$ cat src/sv/ssmd_pkg.sv
// shared types, codes and segment table of the seven-segment display driver
package ssmd_pkg;

    typedef enum logic [1:0] {
        ST_IDLE,
        ST_CONV,
        ST_PAD,
        ST_SHIFT
    } ssmd_state_t;

    localparam logic CMD_LOAD = 1'b0;
    localparam logic CMD_TICK = 1'b1;

    localparam logic [7:0] SEG_ZERO = 8'hFC;
    localparam logic [7:0] SEG_DP   = 8'h01;

    // x / 10 == (x * 52429) >> 19 for every 16-bit x
    localparam logic [16:0] DIV10_MAGIC = 17'd52429;
    localparam int          DIV10_SHIFT = 19;

    localparam logic [2:0] LAST_BIT = 3'd7;

    function automatic logic [7:0] seg_pattern(input logic [3:0] digit);
        logic [7:0] pat;
        case (digit)
            4'd0: pat = 8'hFC;
            4'd1: pat = 8'h60;
            4'd2: pat = 8'hDA;
            4'd3: pat = 8'hF2;
            4'd4: pat = 8'h66;
            4'd5: pat = 8'hB6;
            4'd6: pat = 8'hBE;
            4'd7: pat = 8'hE0;
            4'd8: pat = 8'hFE;
            4'd9: pat = 8'hF6;
            default: pat = 8'h00;
        endcase
        return pat;
    endfunction

endpackage

$ cat src/sv/ssmd_div10.sv
// one decimal digit step: quotient by ten and the segment pattern of the remainder
module ssmd_div10
    import ssmd_pkg::*;
(
    input  logic [15:0] value,
    output logic [15:0] quot,
    output logic [7:0]  pattern
);

    logic [32:0] prod;
    logic [15:0] times_ten;
    logic [15:0] rem_full;

    always_comb begin
        prod      = 33'(value) * 33'(DIV10_MAGIC);
        quot      = 16'(prod >> DIV10_SHIFT);
        times_ten = 16'(quot << 3) + 16'(quot << 1);
        rem_full  = value - times_ten;
        pattern   = seg_pattern(rem_full[3:0]);
    end

endmodule

$ cat src/sv/seven_segment_mux_driver.sv
// top level of the multiplexed seven-segment display driver
//
//  channel | ports                                               | direction
//  --------+-----------------------------------------------------+----------
//  s_      | s_valid s_ready s_cmd s_value s_decimals            | in
//  m_      | m_valid m_ready m_serial_bit m_latch_strobe          | out
//          | m_digit_select m_last                               |
//
// a load transaction is accepted in ST_IDLE, takes decimal digits (up to NUM_DIGITS) from
// the divide-by-ten step in ST_CONV, then adds the padding and the point in ST_PAD.
// a tick transaction gives eight result transactions, one bit per cycle while m_ready
// is high, from the output shift register.
// reset clears the stored patterns, shows digit 0 and sets the digit count to one.
// a stalled m_ready holds the current bit; no new transaction is taken until done.
module seven_segment_mux_driver
    import ssmd_pkg::*;
#(
    parameter int NUM_DIGITS = 4
) (
    input  logic        aclk,
    input  logic        aresetn,
    input  logic        s_valid,
    output logic        s_ready,
    input  logic        s_cmd,
    input  logic [15:0] s_value,
    input  logic [1:0]  s_decimals,
    output logic        m_valid,
    input  logic        m_ready,
    output logic        m_serial_bit,
    output logic        m_latch_strobe,
    output logic [3:0]  m_digit_select,
    output logic        m_last
);

    localparam int CNT_W = $clog2(NUM_DIGITS + 1);
    localparam int IDX_W = (NUM_DIGITS > 1) ? $clog2(NUM_DIGITS) : 1;
    localparam logic [3:0] ND4 = 4'(NUM_DIGITS);

    ssmd_state_t state_reg, state_next;

    logic [7:0]       pat_reg  [NUM_DIGITS];
    logic [7:0]       pat_next [NUM_DIGITS];
    logic [CNT_W-1:0] dcount_reg, dcount_next;
    logic [IDX_W-1:0] cur_reg, cur_next;
    logic [CNT_W-1:0] cnt_reg, cnt_next;
    logic [15:0]      val_reg, val_next;
    logic [1:0]       dp_reg, dp_next;
    logic [7:0]       shift_reg, shift_next;
    logic [2:0]       bit_reg, bit_next;

    logic [15:0] quot;
    logic [7:0]  digit_pat;
    logic        take_digit;
    logic [3:0]  cnt4;
    logic [3:0]  need4;
    logic [3:0]  cur4;
    logic [3:0]  cur_inc4;
    logic [3:0]  sel;
    logic        fin;
    logic        s_fire;
    logic        m_fire;

    ssmd_div10 u_div10 (
        .value   (val_reg),
        .quot    (quot),
        .pattern (digit_pat)
    );

    always_comb begin
        s_fire     = s_valid && s_ready;
        m_fire     = m_valid && m_ready;
        fin        = (bit_reg == LAST_BIT);
        cnt4       = 4'(cnt_reg);
        take_digit = (cnt4 < ND4) && ((val_reg != 16'd0) || (cnt4 == 4'd0));
        // pad so the digit holding the point exists, capped at the store size
        if (dp_reg == 2'd0) begin
            need4 = 4'd0;
        end else if ((4'(dp_reg) + 4'd1) > ND4) begin
            need4 = ND4;
        end else begin
            need4 = 4'(dp_reg) + 4'd1;
        end
        cur4     = 4'(cur_reg);
        cur_inc4 = cur4 + 4'd1;
        sel      = (cur4 < 4'd4) ? (4'd1 << cur4) : 4'd0;
    end

    // next state
    always_comb begin
        state_next = state_reg;
        case (state_reg)
            ST_IDLE: begin
                if (s_fire) begin
                    state_next = (s_cmd == CMD_LOAD) ? ST_CONV : ST_SHIFT;
                end
            end
            ST_CONV: begin
                if (!take_digit) begin
                    state_next = ST_PAD;
                end
            end
            ST_PAD: begin
                state_next = ST_IDLE;
            end
            ST_SHIFT: begin
                if (m_fire && fin) begin
                    state_next = ST_IDLE;
                end
            end
            default: state_next = ST_IDLE;
        endcase
    end

    // outputs
    always_comb begin
        s_ready        = (state_reg == ST_IDLE);
        m_valid        = (state_reg == ST_SHIFT);
        m_serial_bit   = shift_reg[0];
        m_latch_strobe = fin;
        m_last         = fin;
        m_digit_select = fin ? sel : 4'd0;
    end

    // datapath
    always_comb begin
        pat_next    = pat_reg;
        dcount_next = dcount_reg;
        cur_next    = cur_reg;
        cnt_next    = cnt_reg;
        val_next    = val_reg;
        dp_next     = dp_reg;
        shift_next  = shift_reg;
        bit_next    = bit_reg;
        case (state_reg)
            ST_IDLE: begin
                if (s_fire) begin
                    if (s_cmd == CMD_LOAD) begin
                        val_next = s_value;
                        dp_next  = s_decimals;
                        cnt_next = '0;
                    end else begin
                        shift_next = pat_reg[cur_reg];
                        bit_next   = '0;
                    end
                end
            end
            ST_CONV: begin
                if (take_digit) begin
                    pat_next[cnt_reg[IDX_W-1:0]] = digit_pat;
                    val_next = quot;
                    cnt_next = cnt_reg + CNT_W'(1);
                end
            end
            ST_PAD: begin
                for (int i = 0; i < NUM_DIGITS; i++) begin
                    if (4'(i) >= cnt4) begin
                        pat_next[i] = (4'(i) < need4) ? SEG_ZERO : 8'h00;
                    end
                    if ((dp_reg != 2'd0) && (4'(dp_reg) == 4'(i))) begin
                        pat_next[i] = pat_next[i] | SEG_DP;
                    end
                end
                dcount_next = (need4 > cnt4) ? CNT_W'(need4) : cnt_reg;
                cur_next    = '0;
            end
            ST_SHIFT: begin
                if (m_fire) begin
                    shift_next = shift_reg >> 1;
                    bit_next   = bit_reg + 3'd1;
                    if (fin) begin
                        cur_next = (cur_inc4 >= 4'(dcount_reg)) ? '0 : IDX_W'(cur_inc4);
                    end
                end
            end
            default: ;
        endcase
    end

    always_ff @(posedge aclk) begin
        if (!aresetn) begin
            state_reg  <= ST_IDLE;
            dcount_reg <= CNT_W'(1);
            cur_reg    <= '0;
            for (int i = 0; i < NUM_DIGITS; i++) begin
                pat_reg[i] <= 8'h00;
            end
        end else begin
            state_reg  <= state_next;
            dcount_reg <= dcount_next;
            cur_reg    <= cur_next;
            pat_reg    <= pat_next;
        end
    end

    always_ff @(posedge aclk) begin
        cnt_reg   <= cnt_next;
        val_reg   <= val_next;
        dp_reg    <= dp_next;
        shift_reg <= shift_next;
        bit_reg   <= bit_next;
    end

endmodule
$ cat config.mk
export PLATFORM = sky130hd
export DESIGN_NAME = seven_segment_mux_driver
export DESIGN_NICKNAME = d
export VERILOG_FILES = /design/src/sv/ssmd_pkg.sv /design/src/sv/ssmd_div10.sv /design/src/sv/seven_segment_mux_driver.sv
export SDC_FILE = /design/constraint.sdc
export NUM_CORES = 1
export LEC_CHECK = 0
export BUFFER_PORTS_ARGS = -buffer_cell sky130_fd_sc_hd__buf_2
export CAP_MARGIN = 20
export CORE_MARGIN = 2
export CORE_UTILIZATION = 60
export CTS_CLUSTER_DIAMETER = 40
export DETAILED_ROUTE_END_ITERATION = 8
export PLACE_DENSITY = 0.76
export SLEW_MARGIN = 40
export SYNTH_ARGS = -nofsm -noshare
export SYNTH_HDL_FRONTEND = slang
export SYNTH_SLANG_ARGS = --single-unit
$ cat constraint.sdc
create_clock -name aclk -period 17.9 [get_ports aclk]
set_input_delay 1.79 -clock aclk [delete_from_list [all_inputs] [get_ports aclk]]
set_output_delay 1.79 -clock aclk [all_outputs]
set_load 0.01 [all_outputs]
# ---- Word-level counts from Yosys, hierarchy flattened
# Memory sizes are Yosys's and may differ from the RTL's.
# Index checks and enable logic that the tools add are counted.
dict set report totals {
  register_bits 71
  mem_bits_ro 112
  inputBits 23
  out_inout_bits 9
  wordCells 140
  memories 1
}
# memory depth width read_ports rd_ports_with_merged_regs write_ports line_no
set mem_list {}
lappend mem_list {{(name not given)} 16 7 1 0 0 ssmd_pkg.sv:25} ;# case (digit)
dict set report op_classes {
  add_sub_neg 6
  multipliers 1
  order_cmp 15
  n_eq_ne 19
  shift 1
  muxes 49
  bitwise_logic 3
  n_reduce_logical 29
}
# cell n
set ops {}
lappend ops {{$mux 8} 14}
lappend ops {{$pmux 32 s2} 1}
lappend ops {{$mux 16} 3}
lappend ops {{$bwmux 32} 1}
lappend ops {{$mul 16x16->32 const B} 1}
lappend ops {{$mux 32} 1}
lappend ops {{$pmux 16 s2} 1}
lappend ops {{$mux 3} 8}
lappend ops {{$reduce_and 3->1} 7}
lappend ops {{$bmux 8 s2} 1}
lappend ops {{$demux 8 s2} 1}
lappend ops {{$pmux 8 s2} 1}
lappend ops {{$reduce_bool 16->1} 1}
lappend ops {{$mux 2} 7}
lappend ops {{$ne 3x3->1 const B} 4}
lappend ops {{$pmux 3 s2} 2}
lappend ops {{$ne 2x1->1 const B} 5}
lappend ops {{$reduce_bool 2->1} 5}
lappend ops {{$logic_and 1x1->1} 9}
lappend ops {{$eq 2x2->1 const B} 4}
lappend ops {{$lt 1x4->1 const A} 2}
lappend ops {{$lt 2x4->1 const A} 2}
lappend ops {{$mux 4} 2}
lappend ops {{$pmux 2 s4} 1}
lappend ops {{other kinds (25)} 39}

# ---- Longest topological paths before layout
dict set report depth {
  word_depth 9
  depth_mapped 29
  depth_no_buf 27
}

# ---- Cells and area by module
# A second synthesis with hierarchy kept.
dict set report unflattened {
  hier_cells 963
  area_unflattened_um2 9081.2
}
# mod instances cells_per_inst area_each_um2 seq_area_each_um2
set modules_own_cells {}
lappend modules_own_cells {ssmd_div10 1 577 5257.5 0.0}
lappend modules_own_cells {seven_segment_mux_driver 1 386 3823.7 1741.7}

# ---- Least setup slack after synthesis
# Ideal clock, no wire load.
dict set report synth_path {
  path_type {flip-flop to flip-flop}
  from {reg val_reg[3]}
  to {reg pat_reg[26] (netlist name)}
  setup_time_ps 129
  arrival_ps 6792
  required_ps 17771
  setup_slack_ps 10978
  stages_incl_launch_ff 29
  path_buffers 1
  synth_period_minus_slack_ps 6922
  path_cell_list {edfxtp_1 -> inv_1 -> ha_1 -> inv_1 -> fa_1 -> inv_1 -> fa_1 -> fa_1 -> fa_1 -> inv_1 -> fa_1 -> inv_1 -> ha_1 -> a21oi_1 -> o21ai_0 -> a311oi_1 -> o21ai_1 -> xor2_1 -> ha_1 -> nor3b_1 -> nor2_1 -> nand3_1 -> mux2_2 -> nand4_1 -> nor4bb_4 -> xor2_2 -> buf_6 -> mux2i_1 -> o21ai_0}
}
dict set report synth_via {
  elab_chain_len 7
  word_cells_on_any_way 12
  cone_classes {add/sub (2); mul (1); eq/ne (1); mux (3); reduce/logical (4); memory (1)}
}
# item line_no
set synth_rtl {}
lappend synth_rtl {{from (decl)} seven_segment_mux_driver.sv:46} ;# logic [15:0] val_reg, val_next;
lappend synth_rtl {{from (signal assigned)} seven_segment_mux_driver.sv:197} ;# val_reg <= val_next;
lappend synth_rtl {{$mul 16x16->32} ssmd_div10.sv:15} ;# prod = 33'(value) * 33'(DIV10_MAGIC);
lappend synth_rtl {{$add 4x4->4} ssmd_div10.sv:17} ;# times_ten = 16'(quot << 3) + 16'(quot << 1);
lappend synth_rtl {{$sub 4x4->4} ssmd_div10.sv:18} ;# rem_full = value - times_ten;
lappend synth_rtl {{$mem_v2 16x7} -}
lappend synth_rtl {{$bwmux 32} seven_segment_mux_driver.sv:149} ;# pat_next[cnt_reg[IDX_W-1:0]] = digit_pat;
lappend synth_rtl {{$mux 32} seven_segment_mux_driver.sv:148} ;# if (take_digit) begin
lappend synth_rtl {{$pmux 32 s2} seven_segment_mux_driver.sv:134} ;# case (state_reg)
lappend synth_rtl {{to (signal assigned)} seven_segment_mux_driver.sv:191} ;# pat_reg <= pat_next;
lappend synth_rtl {{to (decl)} seven_segment_mux_driver.sv:41} ;# logic [7:0] pat_reg [NUM_DIGITS];
# Parallel ways exist; a longest one is shown, timed or not. The select of a mux whose other input is x is not followed.
# A chain may end at the register's enable or synchronous reset.

# ---- Worst setup path after layout
dict set report layout_path {
  from {reg val_reg[3]}
  to {reg pat_reg[28] (netlist name)}
}
# The elaborated chain is that of the path after synthesis.

==> out/metrics.yaml <==
worst_slack_ns: 10.06
largest_reg_flops: 31
vias: 6155
rsz0062_at_grt: "false"
initial_core_util_pct: 61.4
portBuffers: 31
synth.distinct_cells: 65
path_clk_slew_ns: 0.06
slowest_delay_ns: 0.57
netlist_area_um2: 8490
holdPathStages: 2
r2r-end: "pat_reg[28]$_SDFFE_PN0P_"
relSlewSlack_pct: 41.9
final_layout_size_suffix_gt1_share_pct: 8.90
path_class: "register to register"
required_ns: 18.12
drt-total-wl_um: 18900
final_cell_mix: "inv_1 (181), ha_1 (168), fa_1 (80)"
die_w_um: 123
cp-start-kind: "register"
cts_resized: 0
drc: 0
dr.pass1.iters: 5
grt_max_degree: 33
ant_nets: 0
yosysWarnings: 0
cts_tree: "built"
finalHoldViolCount: 0
whs_ns: 0.461
fmax_ghz: 0.128
grt_remaining_overflow: 0
cts_hold_buffers: 0
crit_path_max_fanout: 12
finalSetupTns_ns: 0
synthFlopType: "dfxtp_1"
slew_violations: 0
first_global_vias: 6169
vias_per_cell: 5.70
postCtsSetupRepairBufs: 0
cpMaxStageDelayCell: "xor2_2"
htreeDepth: 3
grt_pass1_wl_um: 31500
avgSynthCellArea_um2: 9.77
grt_usage_pct: 27.3
hpwlAfterDp_um: 15800
die-area_um2: 15100
worst_pin_slew_ns: 0.864
drv_cap: 0
r2r_setup_slack_ns: 10.06
rows: 43
synth_edf_count: 32
endpoint_kind: "register"
cts_buffers: 9
antenna_cells: 0
core_um2: 13800
area_delta_synth_final_pct: 7.16
wl_per_cell_um: 17.5
period_needed_ns: 7.84
postSynth.asyncResetShare_pct: 0
cp.arrival_ns: 8.07
antenna_found_initial: 0
clock_latency_ns: 0.33
min_to: "pat_reg[25]$_SDFFE_PN0P_"
root_buffer: "clkbuf_16"
yosysSeqAreaShare_pct: 20.3
status: "finished clean"
finClkSkew_ns: 0.00884
synthCells: 869
cts.sinks: 70
period_share_pct: 43.8
hold_start: "pat_reg[25]$_SDFFE_PN0P_"
layout_commonest_cell: "inv_1"
finalSetupViolCount: 0
drtIter0Drc: 465
ys_ff_latch: 70
ios: 32
regToRegStartpoint: "val_reg[3]$_DFFE_PP_"
min_path_type: "register to register"
reg2reg_depth: 27
cts_buffer_depth: 2
pre_cts_ws_ns: 10.09
nets: 1165
globalplace.congestion: 1.03
synth_nets: 1140
dieHeight_um: 123
[area by class of cell]
cell class	instances	area [um2]
fillers	1085	4730
flip-flops and latches	70	1720
clock inverters	4	27.5
multi-input cells	600	6010
inverters	181	679
well taps	180	225
repair buffers	32	163
clock buffers	12	268
[critical path, delay by kind of cell, from the launching register on]
family	cells	cell delay [ns]
simple gates	5	1.01
flops	1	0.56
mux	2	0.42
buf+inv	5	0.34
compound gates	5	1.01
xor+xnor	2	0.76
fa+ha+maj	8	3.64
[worst max path at each step]
stage	from	end	slack [ns]	cells after the start
5_1_grt	val_reg[4]$_DFFE_PP_	pat_reg[28]$_SDFFE_PN0P_	9.45	25
3_5_place_dp	val_reg[3]$_DFFE_PP_	pat_reg[28]$_SDFFE_PN0P_	10.09	27
6_report	val_reg[3]$_DFFE_PP_	pat_reg[28]$_SDFFE_PN0P_	10.06	27
3_3_place_gp	val_reg[3]$_DFFE_PP_	pat_reg[31]$_SDFFE_PN0P_	10.35	27
4_1_cts	val_reg[3]$_DFFE_PP_	pat_reg[28]$_SDFFE_PN0P_	10.06	27
2_1_floorplan	val_reg[3]$_DFFE_PP_	pat_reg[26]$_SDFFE_PN0P_	10.98	28
[metrics by stage]
step	area (um2)	util (%)	std cells
6_report	9100	65.8	1079
5_1_grt	9100	65.8	1079
2_1_floorplan	8490	-	869
3_5_place_dp	8800	63.6	1063
3_3_place_gp	8800	63.6	1063
4_1_cts	9090	65.8	1079
[logic make-up after synthesis]
kind of cell	share of synthesized area [%]
AO/OA/AOI/OAI	10.6
XOR/XNOR	3.01
adder cells (fa/ha/maj)	43.6
buffers and inverters	8.94
flip-flops	20.3
multiplexers	3.80
AND/OR/NAND/NOR	9.80
[synthesized netlist by cell type (9+ instances only)]
cell type | n | share of area [%]
ha_1 | 168 | 25
xnor2_1 | 12 | 1.2
nand3_1 | 9 | 0.53
a21oi_1 | 31 | 1.8
and2_1 | 13 | 0.96
edfxtp_1 | 32 | 11
inv_1 | 181 | 8.0
xor2_1 | 9 | 0.93
clkbuf_1 | 13 | 0.57
a21o_1 | 12 | 1.1
o21ai_0 | 39 | 2.3
nor2_1 | 38 | 1.7
fa_1 | 80 | 19
nand2_1 | 59 | 2.6
dfxtp_1 | 38 | 9.0
and3_1 | 9 | 0.66
[routing by layer]
| metal | track usage (%) | wire [um] | vias to the layer above | part of all wire (%) |
|---|---|---|---|---|
| li1 | - | - | 2954 | - |
| met1 | 40.4 | 8880 | 2949 | 47 |
| met2 | 42.2 | 8420 | 217 | 45 |
| met3 | 4.57 | 1180 | 35 | 6.2 |
| met4 | 6.47 | 388 | 0 | 2.1 |
| met5 | 0 | 0 | - | 0 |
Power is not shown: default switching activity piles up to over one toggle a cycle in this logic, so the estimate is an artifact.
